<file path="src/hw/rtl/bhe_pkg.sv">
// Shared constants and types of the byte Huffman encoder.
package bhe_pkg;

    // Command codes on the input channel
    localparam logic [1:0] CMD_COUNT  = 2'd0;
    localparam logic [1:0] CMD_BUILD  = 2'd1;
    localparam logic [1:0] CMD_ENCODE = 2'd2;
    localparam logic [1:0] CMD_FLUSH  = 2'd3;

    // Block limits
    localparam int MAX_BLOCK_BYTES = 131072;
    localparam int CODE_LEN_LIMIT  = 32;

    localparam logic [17:0] HIST_MAX   = 18'h3FFFF;
    localparam logic [18:0] TOTAL_MAX  = 19'h7FFFF;
    localparam logic [7:0]  UNUSED_LEN = 8'd255;
    localparam logic [31:0] HEAP_HOLE  = 32'h7FFF_FFFF;
    localparam int          CNT_SHIFT  = 14;

    // Command queue between front and back
    localparam int Q_DEPTH = 4;
    localparam int Q_AW    = $clog2(Q_DEPTH);

    // Classified command word
    typedef struct packed {
        logic       is_count;
        logic       is_build;
        logic       is_encode;
        logic       is_flush;
        logic [7:0] sym;
    } op_t;

endpackage

</file>
<file path="src/hw/rtl/bhe_front.sv">
// Front end: accepts command words, classifies them and queues them for the back end.
module bhe_front
    import bhe_pkg::*;
(
    input  logic       clk,
    input  logic       rst_n,
    input  logic       cmd_valid,
    output logic       cmd_stall,
    input  logic [1:0] cmd,
    input  logic [7:0] sym_byte,
    output logic       q_valid,
    output op_t        q_op,
    input  logic       q_pop
);

    op_t             q_mem_reg [Q_DEPTH];
    logic [Q_AW-1:0] wr_ptr_reg, wr_ptr_next;
    logic [Q_AW-1:0] rd_ptr_reg, rd_ptr_next;
    logic [Q_AW:0]   cnt_reg, cnt_next;
    op_t             op_in;
    logic            push;
    logic            pop;

    // Classify the incoming command
    always_comb
    begin
        op_in           = '0;
        op_in.sym       = sym_byte;
        case (cmd)
            CMD_COUNT:  op_in.is_count  = 1'b1;
            CMD_BUILD:  op_in.is_build  = 1'b1;
            CMD_ENCODE: op_in.is_encode = 1'b1;
            CMD_FLUSH:  op_in.is_flush  = 1'b1;
            default:    op_in.is_flush  = 1'b1;
        endcase
    end

    assign cmd_stall = (cnt_reg == (Q_AW+1)'(Q_DEPTH));
    assign push      = cmd_valid && !cmd_stall;
    assign q_valid   = (cnt_reg != '0);
    assign pop       = q_pop && q_valid;
    assign q_op      = q_mem_reg[rd_ptr_reg];

    // Advance pointers and fill count
    always_comb
    begin
        wr_ptr_next = push ? wr_ptr_reg + 1'b1 : wr_ptr_reg;
        rd_ptr_next = pop ? rd_ptr_reg + 1'b1 : rd_ptr_reg;
        cnt_next    = cnt_reg;
        if (push && !pop)
        begin
            cnt_next = cnt_reg + 1'b1;
        end
        else if (pop && !push)
        begin
            cnt_next = cnt_reg - 1'b1;
        end
    end

    always_ff @(posedge clk or negedge rst_n)
    begin
        if (!rst_n)
        begin
            wr_ptr_reg <= '0;
            rd_ptr_reg <= '0;
            cnt_reg    <= '0;
        end
        else
        begin
            wr_ptr_reg <= wr_ptr_next;
            rd_ptr_reg <= rd_ptr_next;
            cnt_reg    <= cnt_next;
        end
    end

    // Store the queued word
    always_ff @(posedge clk)
    begin
        if (push)
        begin
            q_mem_reg[wr_ptr_reg] <= op_in;
        end
    end

endmodule

</file>
<file path="config.mk">
export PLATFORM = sky130hd
export DESIGN_NAME = bhe_front
export DESIGN_NICKNAME = d
export VERILOG_FILES = /design/src/hw/rtl/bhe_pkg.sv /design/src/hw/rtl/bhe_front.sv
export SDC_FILE = /design/constraint.sdc
export NUM_CORES = 1
export LEC_CHECK = 0
export ABC_AREA = 0
export BUFFER_PORTS_ARGS = -buffer_cell sky130_fd_sc_hd__buf_2
export CAP_MARGIN = 20
export CORE_UTILIZATION = 38
export CTS_CLUSTER_DIAMETER = 60
export DETAILED_ROUTE_END_ITERATION = 7
export HOLD_SLACK_MARGIN = 0.12
export PLACE_DENSITY_LB_ADDON = 0.2
export SLEW_MARGIN = 10
export SYNTH_ARGS = -nofsm -noshare
export SYNTH_HDL_FRONTEND = slang
export SYNTH_SLANG_ARGS = --single-unit
</file>
<file path="constraint.sdc">
create_clock -name clk -period 2.7 [get_ports clk]
set_input_delay 0.135 -clock clk [delete_from_list [all_inputs] [get_ports clk]]
set_output_delay 0.135 -clock clk [all_outputs]
set_load 0.03 [all_outputs]
</file>
==> impl_metrics.csv <==
group,metric,value,unit
sta,finalCritPeriodShare,78.5,%
finish,final_util,46.5,%
finish,fillers,498,
logic_synthesis,yosysWarningCount,0,
worst_setup_path,cp_slowest_cell,"dfrtp_1",
routing,routed_wl,3280,um
finish,num_antenna_cells,0,
routing,viasPerCell,4.75,
sta,rsz0062_at_grt,"false",
clock_network,clockBufferDepth,2,
flow_run,maxCapViolCount,0,
placement,io_buffers,27,
sta,holdWs,0.177,ns
clock_network,htreeDepth,2,
logic_synthesis,synth_cell_types,21,
logic_synthesis,syn-num-nets,122,
worst_setup_path,cp.arrival,2.34,ns
logic_synthesis,ys_ff_latch,55,
sta,setup_viol,0,
routing,avgRoutedWirePerCell,15.2,um
die,fp.coreArea,0.00554,mm^2
sta,worst_pin_slew,0.634,ns
worst_setup_path,crit_required,2.92,ns
worst_setup_path,cp_common_cell,"xor2_1",
finish,largest_reg_flops,48,
die,dieArea,0.00610,mm^2
sta,maxSlewHeadroom,57.7,%
clock_network,insertion_delay,0.30,ns
worst_hold_path,hp-class,"in -> reg",
sta,fin_setup_tns,0,ns
clock_network,cts_tree,"yes",
routing,drt_first_pass_iters,4,
clock_network,clk_pin_slew_worst_paths,0.08,ns
finish,layout_common_cells,"edfxtp_1, buf_2, mux4_2, dlygate4sd3_1, dfrtp_1",
global_routing,grt_pass1_wl,5350,um
die,rows,27,
global_routing,grt_overflow,0,
placement,dp_hpwl,2180,um
worst_setup_path,crit_chain,"or3_4 -> nand2_1 -> ha_1 -> inv_1 -> fa_1 -> xor2_1 -> nor2_1 -> xor2_1",
finish,drive_gt1_share,37.5,%
worst_setup_path,slowest_delay,0.46,ns
worst_setup_path,path_max_fanout,4,
sta,skew,0.00591,ns
status,status,"completed",
sta,hold_viol,0,
routing,postRouteAntennaNets,0,
logic_synthesis,yosysSeqAreaShare,73.4,%
sta,max_freq,472,MHz
power,p_per_area,1060,mW/mm^2
clock_network,clock-sinks,55,
logic_synthesis,netlist_area,0.00220,mm^2
clock_network,cts_root_buffer,"clkbuf_8",
worst_hold_path,hold_depth,2,
routing,drc,0,
finish,mostFrequentLayoutCell,"edfxtp_1",
logic_synthesis,syn_inst,102,
finish,area_growth,17.0,%
sta,drv_slew,0,
worst_setup_path,reg2reg_depth,8,
global_routing,grt_antenna_before_repair,0,
global_routing,grt_start_max_net_pins,16,
die,die_w,78.1,um
global_routing,grt_usage,12.1,%
routing,drtIter0Drc,45,
routing,via_count,1025,
clock_network,numCtsBuffers,5,
worst_setup_path,crit_path_start_kind,"flop",
worst_setup_path,crit_type,"reg -> reg",
die,initial_utilization,39.7,%
sta,finalCriticalPeriod,2.12,ns
power,cellLeakagePower,0.000925,uW
logic_synthesis,avgSynthCellArea,21.6,um^2
die,io_pins,28,
power,ir_drop,0.398,mV
die,chipHeight,78.1,um
worst_setup_path,critPathCaptureType,"flop",
finish,regArea,0.00162,mm^2
finish,fin_nets,163,
finish,multi_input_area,536,um^2
global_routing,grt_pass1_vias,1062,
placement,globalplace.congestion,0.723,
## synthesized netlist by cell type
cell,number,share of area [%]
and2_1,1,0.28
and2_2,4,1.4
buf_2,1,0.23
buf_6,3,1.5
dfrtp_1,7,8.0
edfxtp_1,48,65
fa_1,1,0.91
ha_1,5,2.8
inv_1,3,0.51
mux2_2,1,0.51
mux2_4,1,0.68
mux4_2,12,12
nand2_1,1,0.17
nand3_1,1,0.23
nor2_1,2,0.34
nor2b_1,2,0.57
nor2b_2,1,0.40
nor3b_4,1,0.85
or3_4,1,0.51
xnor2_1,4,1.6
xor2_1,2,0.80
## critical path, delay by kind of cell (launching register included)
kind | cells | cell delay, ns
AND/OR/NAND/NOR | 3 | 0.64
buffers and inverters | 1 | 0.06
XOR/XNOR | 2 | 0.31
flip-flops | 1 | 0.46
adder cells (fa/ha/maj) | 2 | 0.56
## cell type report
cell class / instances / share of cell area [%]
inverters: 3 / 0.437
clock buffers: 8 / 3.11
flip-flops and latches: 55 / 62.7
repair buffers: 38 / 9.42
well taps: 72 / 3.50
multi-input cells: 40 / 20.8
## logic make-up after synthesis
| logic type | Yosys count | share of synthesized area (%) |
|---|---|---|
| DFF | 55 | 73.4 |
| adders and majority gates | 6 | 3.75 |
| buffers and inverters | 7 | 2.27 |
| xor gates and xnor gates | 6 | 2.39 |
| muxes | 14 | 13.5 |
| and+or+nand+nor | 14 | 4.72 |
## worst paths after layout
| kind | start | end | slack (ns) |
|---|---|---|---|
| worst max-delay path | cnt_reg[0] | cnt_reg[2] | 0.58 |
| worst min-delay path | cmd[0] | q_mem_reg[2][9] | 0.18 |
| worst max register to register | cnt_reg[0] | cnt_reg[2] | 0.58 |
| worst min register to register | rd_ptr_reg[0] | rd_ptr_reg[0] | 0.50 |
| max in group asynchronous | rst_n | cnt_reg[2] | 2.35 |
| min in group asynchronous | rst_n | wr_ptr_reg[0] | 0.19 |
## layer usage
metal	wire length [um]	vias up	track usage, %	share of wire, %
met2	1620	23	19.1	49
met1	1460	522	15.8	45
met4	58	0	5.00	1.8
met5	0	-	0	0
met3	142	7	3.49	4.3
li1	-	473	-	-
## repair_timing
| action | 4_1_cts | 5_1_grt |
|---|---|---|
| buffers inserted | 0 | 0 |
| hold buffers | 10 | 0 |
| hold endpoints to repair | 40 | 0 |
| endpoints found under the setup margin | 0 | 0 |
| resized for setup | 0 | 0 |
## report_power, final
part           switching [uW]  internal, uW  leakage (uW)
Clock                     232           185     0.0000395
Combinational             598           443      0.000362
Sequential                129          1140      0.000524
Total                     959          1770      0.000925
## metrics by stage
step / area, um^2 / cells / power [uW] / setup slack [ns]
floorplan: 2200 / 102 / 2110 / 0.597
global placement: 2400 / 198 / 2330 / 0.654
detailed placement: 2400 / 198 / 2350 / 0.588
CTS: 2580 / 216 / 2780 / 0.573
global route: 2580 / 216 / 2890 / 0.470
finish: 2580 / 216 / 2730 / 0.581
Power figures use the tool's default switching activity.
